$ cat config.mk
export PLATFORM = sky130hd
export DESIGN_NAME = lptt_ctrl
export DESIGN_NICKNAME = d
export VERILOG_FILES = /design/src/rtl/latency_path_timestamp_table_top_defines.svh /design/src/rtl/lptt_pkg.sv /design/src/rtl/lptt_ctrl.sv
export SDC_FILE = /design/constraint.sdc
export NUM_CORES = 1
export LEC_CHECK = 0
export ABC_CLOCK_PERIOD_IN_PS = 3500
export BUFFER_PORTS_ARGS = -buffer_cell sky130_fd_sc_hd__buf_2
export CORE_AREA = 2 2 39 41
export CTS_CLUSTER_SIZE = 8
export DETAILED_ROUTE_END_ITERATION = 16
export DIE_AREA = 0 0 41 43
export GPL_TIMING_DRIVEN = 0
export PLACE_DENSITY_LB_ADDON = 0.1
export SETUP_SLACK_MARGIN = 0.5
export SYNTH_ARGS = -nofsm -noshare
export SYNTH_HDL_FRONTEND = slang
export SYNTH_SLANG_ARGS = --single-unit
$ cat constraint.sdc
create_clock -name clk -period 3.5 [get_ports clk]
set_input_delay 0.875 -clock clk [delete_from_list [all_inputs] [get_ports clk]]
set_output_delay 0.875 -clock clk [all_outputs]
set_load 0.05 [all_outputs]
$ cat src/rtl/latency_path_timestamp_table_top_defines.svh
// Assertion macros for the path timestamp table
`ifndef LATENCY_PATH_TIMESTAMP_TABLE_TOP_DEFINES_SVH
`define LATENCY_PATH_TIMESTAMP_TABLE_TOP_DEFINES_SVH
`ifndef SYNTH
// Check a condition in the same cycle as its trigger
`define LPTT_ASSERT_NOW(lbl, ante, cons) \
  lbl: assert property (@(posedge clk) disable iff (!rst_n) (ante) |-> (cons)) \
    else $error("lptt check failed");
// Check a condition in the cycle after its trigger
`define LPTT_ASSERT_NEXT(lbl, ante, cons) \
  lbl: assert property (@(posedge clk) disable iff (!rst_n) (ante) |=> (cons)) \
    else $error("lptt check failed");
`else
`define LPTT_ASSERT_NOW(lbl, ante, cons)
`define LPTT_ASSERT_NEXT(lbl, ante, cons)
`endif
`endif

$ cat src/rtl/lptt_pkg.sv
package lptt_pkg;

  localparam int TABLE_ENTRIES = 64;
  localparam int IDX_W = $clog2(TABLE_ENTRIES);
  localparam int CNT_W = $clog2(TABLE_ENTRIES + 1);
  localparam int OCC_W = 7;
  localparam int ID_W  = 64;
  localparam int TS_W  = 64;
  localparam int CMD_W = 3;

  typedef logic [CMD_W-1:0] cmd_t;

  localparam cmd_t CMD_TICK     = CMD_W'(0);
  localparam cmd_t CMD_DECISION = CMD_W'(1);
  localparam cmd_t CMD_ROUTE    = CMD_W'(2);
  localparam cmd_t CMD_ACK      = CMD_W'(3);

  // Commands from controller to datapath
  typedef struct packed {
    logic load;
    logic scan_en;
    logic read_en;
    logic commit;
  } ctrl_cmd_t;

  // Status from datapath to controller
  typedef struct packed {
    logic scan_last;
    logic out_free;
  } dp_status_t;

endpackage

$ cat src/rtl/lptt_ctrl.sv
module lptt_ctrl import lptt_pkg::*; (
  input  logic       clk,
  input  logic       rst_n,
  input  logic       in_valid,
  output logic       in_stall,
  input  dp_status_t sts,
  output ctrl_cmd_t  ctrl
);

  typedef enum logic [2:0] {
    ST_IDLE,
    ST_SCAN,
    ST_DRAIN,
    ST_READ,
    ST_UPD
  } state_t;

  state_t state_r;
  state_t state_nxt;

  // Accept only when no transaction is in flight
  assign in_stall = (state_r != ST_IDLE);

  // Issue datapath commands per state
  always_comb begin
    ctrl.load    = (state_r == ST_IDLE) && in_valid;
    ctrl.scan_en = (state_r == ST_SCAN);
    ctrl.read_en = (state_r == ST_READ);
    ctrl.commit  = (state_r == ST_UPD) && sts.out_free;
  end

  // Advance through scan, compare drain, slot read and update
  always_comb begin
    state_nxt = state_r;
    case (state_r)
      ST_IDLE:  if (in_valid) state_nxt = ST_SCAN;
      ST_SCAN:  if (sts.scan_last) state_nxt = ST_DRAIN;
      ST_DRAIN: state_nxt = ST_READ;
      ST_READ:  state_nxt = ST_UPD;
      ST_UPD:   if (sts.out_free) state_nxt = ST_IDLE;
      default:  state_nxt = ST_IDLE;
    endcase
  end

  always_ff @(posedge clk) begin
    if (!rst_n) begin
      state_r <= ST_IDLE;
    end else begin
      state_r <= state_nxt;
    end
  end

endmodule

; Word level (Yosys, flattened, before mapping)
; Cells that the tools add are included.
; W data, S select, Z words.
[op_classes]
mux = 4
n_reduce_logical = 5
n_eq_ne = 7
[ops]
columns = operator, n
row1 = $pmux W3 S5, 1
row2 = $mux W3, 3
row3 = $eq A3 B2 Y1 const B, 2
row4 = $ne A2 B2 Y1 const B, 3
row5 = $eq A3 B1 Y1 const B, 1
row6 = $eq A3 B3 Y1 const B, 1
row7 = $logic_not A3 Y1, 1
row8 = $reduce_and A3 Y1, 1
row9 = $reduce_bool A3 Y1, 1
row10 = $logic_and A1 B1 Y1, 2
[totals]
output_inout_bits = 5
word_cells = 17
in_bits = 5
register_bits = 3

; Logic depth before layout (Yosys ltp)
[depth]
ltp_word = 3
mapped_depth = 4
ltp_nobuf = 3

; Least setup slack after synthesis
; Ideal clock, no wire load.
[synth_timing]
kind = flip-flop to output port
from = reg state_r[0]
to = out ctrl[3] (netlist name)
t_arrival_ns = 1.767
setup_slack_ns = 0.858
path_buffers = 1
required_time_ns = 2.625
stages_incl_launch_ff = 4
cell_sequence = dfxtp_1 -> buf_2 -> or3_1 -> nor2_1
[synth_rtl]
columns = item, line
row1 = "start, declared", lptt_ctrl.sv:18  ; state_t state_r;
row2 = "start signal, assigned", lptt_ctrl.sv:49  ; state_r <= state_nxt;
row3 = "end, declared", lptt_ctrl.sv:7  ; output ctrl_cmd_t ctrl

==> impl_metrics.py <==
metrics = {
    "worst_setup_path": {
        "critPathArrivalTime_ns": 1.42,
        "critPathMaxFanout": 2,
        "start_kind": "primary input",
        "cpMostUsedCell": "buf_2",
        "crit_start": "sts[0]",
        "timing.critical_path.cells": "buf_2, and4bb_2, buf_2",
        "required_ns": 2.62,
        "critical_path_class": "in -> out",
        "cp_top_family": "buffers and inverters",
        "crit_buf_inv": 2,
        "r2r-start": "state_r[0]$_SDFFE_PN0P_",
        "worst_setup_path_end_kind": "primary output",
        "cpMaxStageDelayCell": "buf_2",
        "reg2regPathDepth": 4,
        "reg2reg_slack_ns": 2.30,
        "slowest_delay_ns": 0.25,
        "r2r_end": "state_r[2]$_SDFFE_PN0P_",
    },
    "synth": {
        "syn_area_per_cell_um2": 8.71,
        "synth_compound_area_share_pct": 8.38,
        "synth.cell_area_um2": 209,
        "synth_area_leader_cell": "dfxtp_1",
        "synthTopCellsByArea": "dfxtp_1 29%, mux2i_1 9.6%, nor3b_1 7.2%, and4bb_2 6.0%, mux2_2 5.4%",
        "synth_edf_count": 0,
        "synth_nets": 29,
        "async_reset_ff_share_pct": 0,
        "synthMuxAreaShare_pct": 15.0,
        "synth.most_common_cell": "dfxtp_1",
        "synth_top_area_share_pct": 28.7,
        "yosys-top-cells-count": "3 x dfxtp_1, 2 x buf_2, 2 x mux2i_1, 2 x nor2_1, 2 x nor3b_1",
        "synth_ff_type": "dfxtp_1",
        "synth_cell_types": 18,
        "ys_warn_count": 0,
        "synth_cells": 24,
        "synth_xor_xnor_area_share_pct": 0,
        "synth_seq_cells": 3,
        "yosys.area_share.simple_pct": 37.7,
        "yosysSeqAreaShare_pct": 28.7,
        "synth_top_family_by_area": "simple AND/OR/NAND/NOR gates",
        "synth_adder_area_share_pct": 0,
    },
    "timing": {
        "final.setup.tns_ns": 0,
        "clock_skew_ns": 0.00247,
        "final_max_slew_viol_count": 0,
        "period_minus_slack_ns": 2.29,
        "worst_slew_pin_slew_ns": 0.266,
        "rsz0062_at_grt": "no",
        "setup_viol": 0,
        "fin_ws_ns": 1.21,
        "final.period_utilization_pct": 65.5,
        "relSlewSlack_pct": 82.2,
        "fmaxAchievable_mhz": 436,
        "hold_viol": 0,
    },
    "final_layout": {
        "final_nets": 43,
        "largest_register_ffs": 3,
        "regArea_um2": 60.1,
        "multiInputGateArea_um2": 128,
        "top_register": "state_r",
        "postLayoutCoreUtil_pct": 21.7,
        "antenna_cells": 0,
        "top_regs": "state_r (3)",
        "drive_gt1_share_pct": 45.9,
        "fillCellCount": 165,
        "areaGrowthSynthToFinish_pct": 43.7,
    },
    "power": {
        "internal-power_w": 0.000106,
        "finalPower_w": 0.000176,
        "net-switching-power_w": 0.0000702,
        "ir_drop_mv": 0.118,
        "switching_share_pct": 39.9,
        "p_comb_share_pct": 41.7,
        "p_leak_nw": 0.149,
        "power.density_mw_per_mm2": 585,
        "clockPowerShare_pct": 34.6,
        "sequentialPowerShare_pct": 23.7,
    },
    "route": {
        "routedWlPerCell_um": 8.42,
        "dr.pass1.iters": 1,
        "num_vias": 216,
        "drtAntennaViolNets": 0,
        "first_iter_violations": 0,
        "finalWirelength_um": 446,
        "viasPerCell": 4.08,
        "drc": 0,
    },
    "clock_network": {
        "cts_hold_buf": 0,
        "cts-root-buf": "clkbuf_4",
        "clk_pin_slew_ns": 0.04,
        "cts_sinks": 3,
        "post_cts_resized": 0,
        "cts_buffers": 3,
        "worstSkewPairLatency_ns": 0.23,
        "cts_tree": "built",
        "post_cts_buffers": 0,
        "clk_path_buf_depth": 2,
        "ctsHtreeMaxLevel": 1,
    },
    "grt": {
        "grtUsageTotal_pct": 7.83,
        "antenna_found_initial": 0,
        "grt_max_degree": 10,
        "first_global_vias": 206,
        "overflow": 0,
        "grt_pass1_wl_um": 821,
    },
    "worst_hold_path": {
        "min_to": "state_r[1]$_SDFFE_PN0P_",
        "min_path_type": "reg -> reg",
        "holdPathStages": 2,
        "min_from": "state_r[2]$_SDFFE_PN0P_",
    },
    "placed_design": {
        "dpl.hpwl_um": 344,
        "globalplace.congestion": 0.707,
        "place_ws_ns": 1.20,
        "numPortBuffers": 9,
    },
    "floorplan": {
        "die_y_um": 43,
        "dieArea_mm2": 0.00176,
        "fp.coreArea_mm2": 0.00138,
        "rows": 14,
        "ios": 10,
        "die_w_um": 41,
        "start_util_pct": 15.1,
    },
    "run_status": {
        "outcome": "complete, no violations",
    },
    "run": {
        "drv_cap": 0,
    },
}
==> tightest hold or removal path, stage by stage (launching register included) <==
cell and delay [ns]:
dfxtp_1 0.29, buf_2 0.18, nor3b_1 0.07
==> per-stage QoR <==
stage	hold WS (ns)	std cells	cell area, µm²
4_1_cts	0.598	53	300
5_1_grt	0.649	53	300
3_5_place_dp	0.586	49	274
3_3_place_gp	0.597	49	274
6_report	0.597	53	300
2_1_floorplan	0.539	24	209
==> layout by cell type, fill, tap and decap left out, drive strengths merged, types with 2 or more instances in the layout <==
master and instances:
buf 12, clkbuf 4, dfxtp 3, nor3b 2, nor2 2, mux2i 2
==> power by group through the flow <==
stage                      Clock, W  Combinational (W)  Sequential (W)
after global placement            0          0.0000743       0.0000424
after detailed placement          0          0.0000739       0.0000423
after floorplan                   0          0.0000596       0.0000415
final                     0.0000608          0.0000732       0.0000417
after CTS                 0.0000635          0.0000742       0.0000418
after global routing      0.0000688          0.0000797       0.0000423
==> final cells by class <==
| type | count | area share (%) |
|---|---|---|
| clock buffers | 4 | 8.75 |
| flip-flops and latches | 3 | 20.0 |
| inverters | 1 | 1.25 |
| multi-input cells | 17 | 42.5 |
| repair buffers | 9 | 15.0 |
| well taps | 16 | 6.67 |
| plain buffers | 3 | 5.83 |
==> worst max path at each step <==
stage / end / slack, ns / cells past startpoint
after detailed placement: ctrl[0] / 1.20 / 3
after CTS: ctrl[3] / 1.20 / 4
after global routing: ctrl[3] / 1.10 / 4
after floorplan: ctrl[3] / 0.86 / 3
after global placement: ctrl[0] / 1.21 / 3
final: ctrl[0] / 1.21 / 3
==> per-layer routing <==
metal	part of all wire (%)	track usage, %
met3	4.0	6.28
met1	46	8.04
met2	46	9.06
met5	0	0
met4	3.1	8.00
==> logic make-up (layout without fill, tap and decap cells) <==
| group | count (synthesis) | after routing |
|---|---|---|
| compound gates | 3 | 3 |
| buf+inv | 4 | 17 |
| flops | 3 | 3 |
| mux | 3 | 3 |
| simple gates | 11 | 11 |
(Power assumes the default switching activity.)
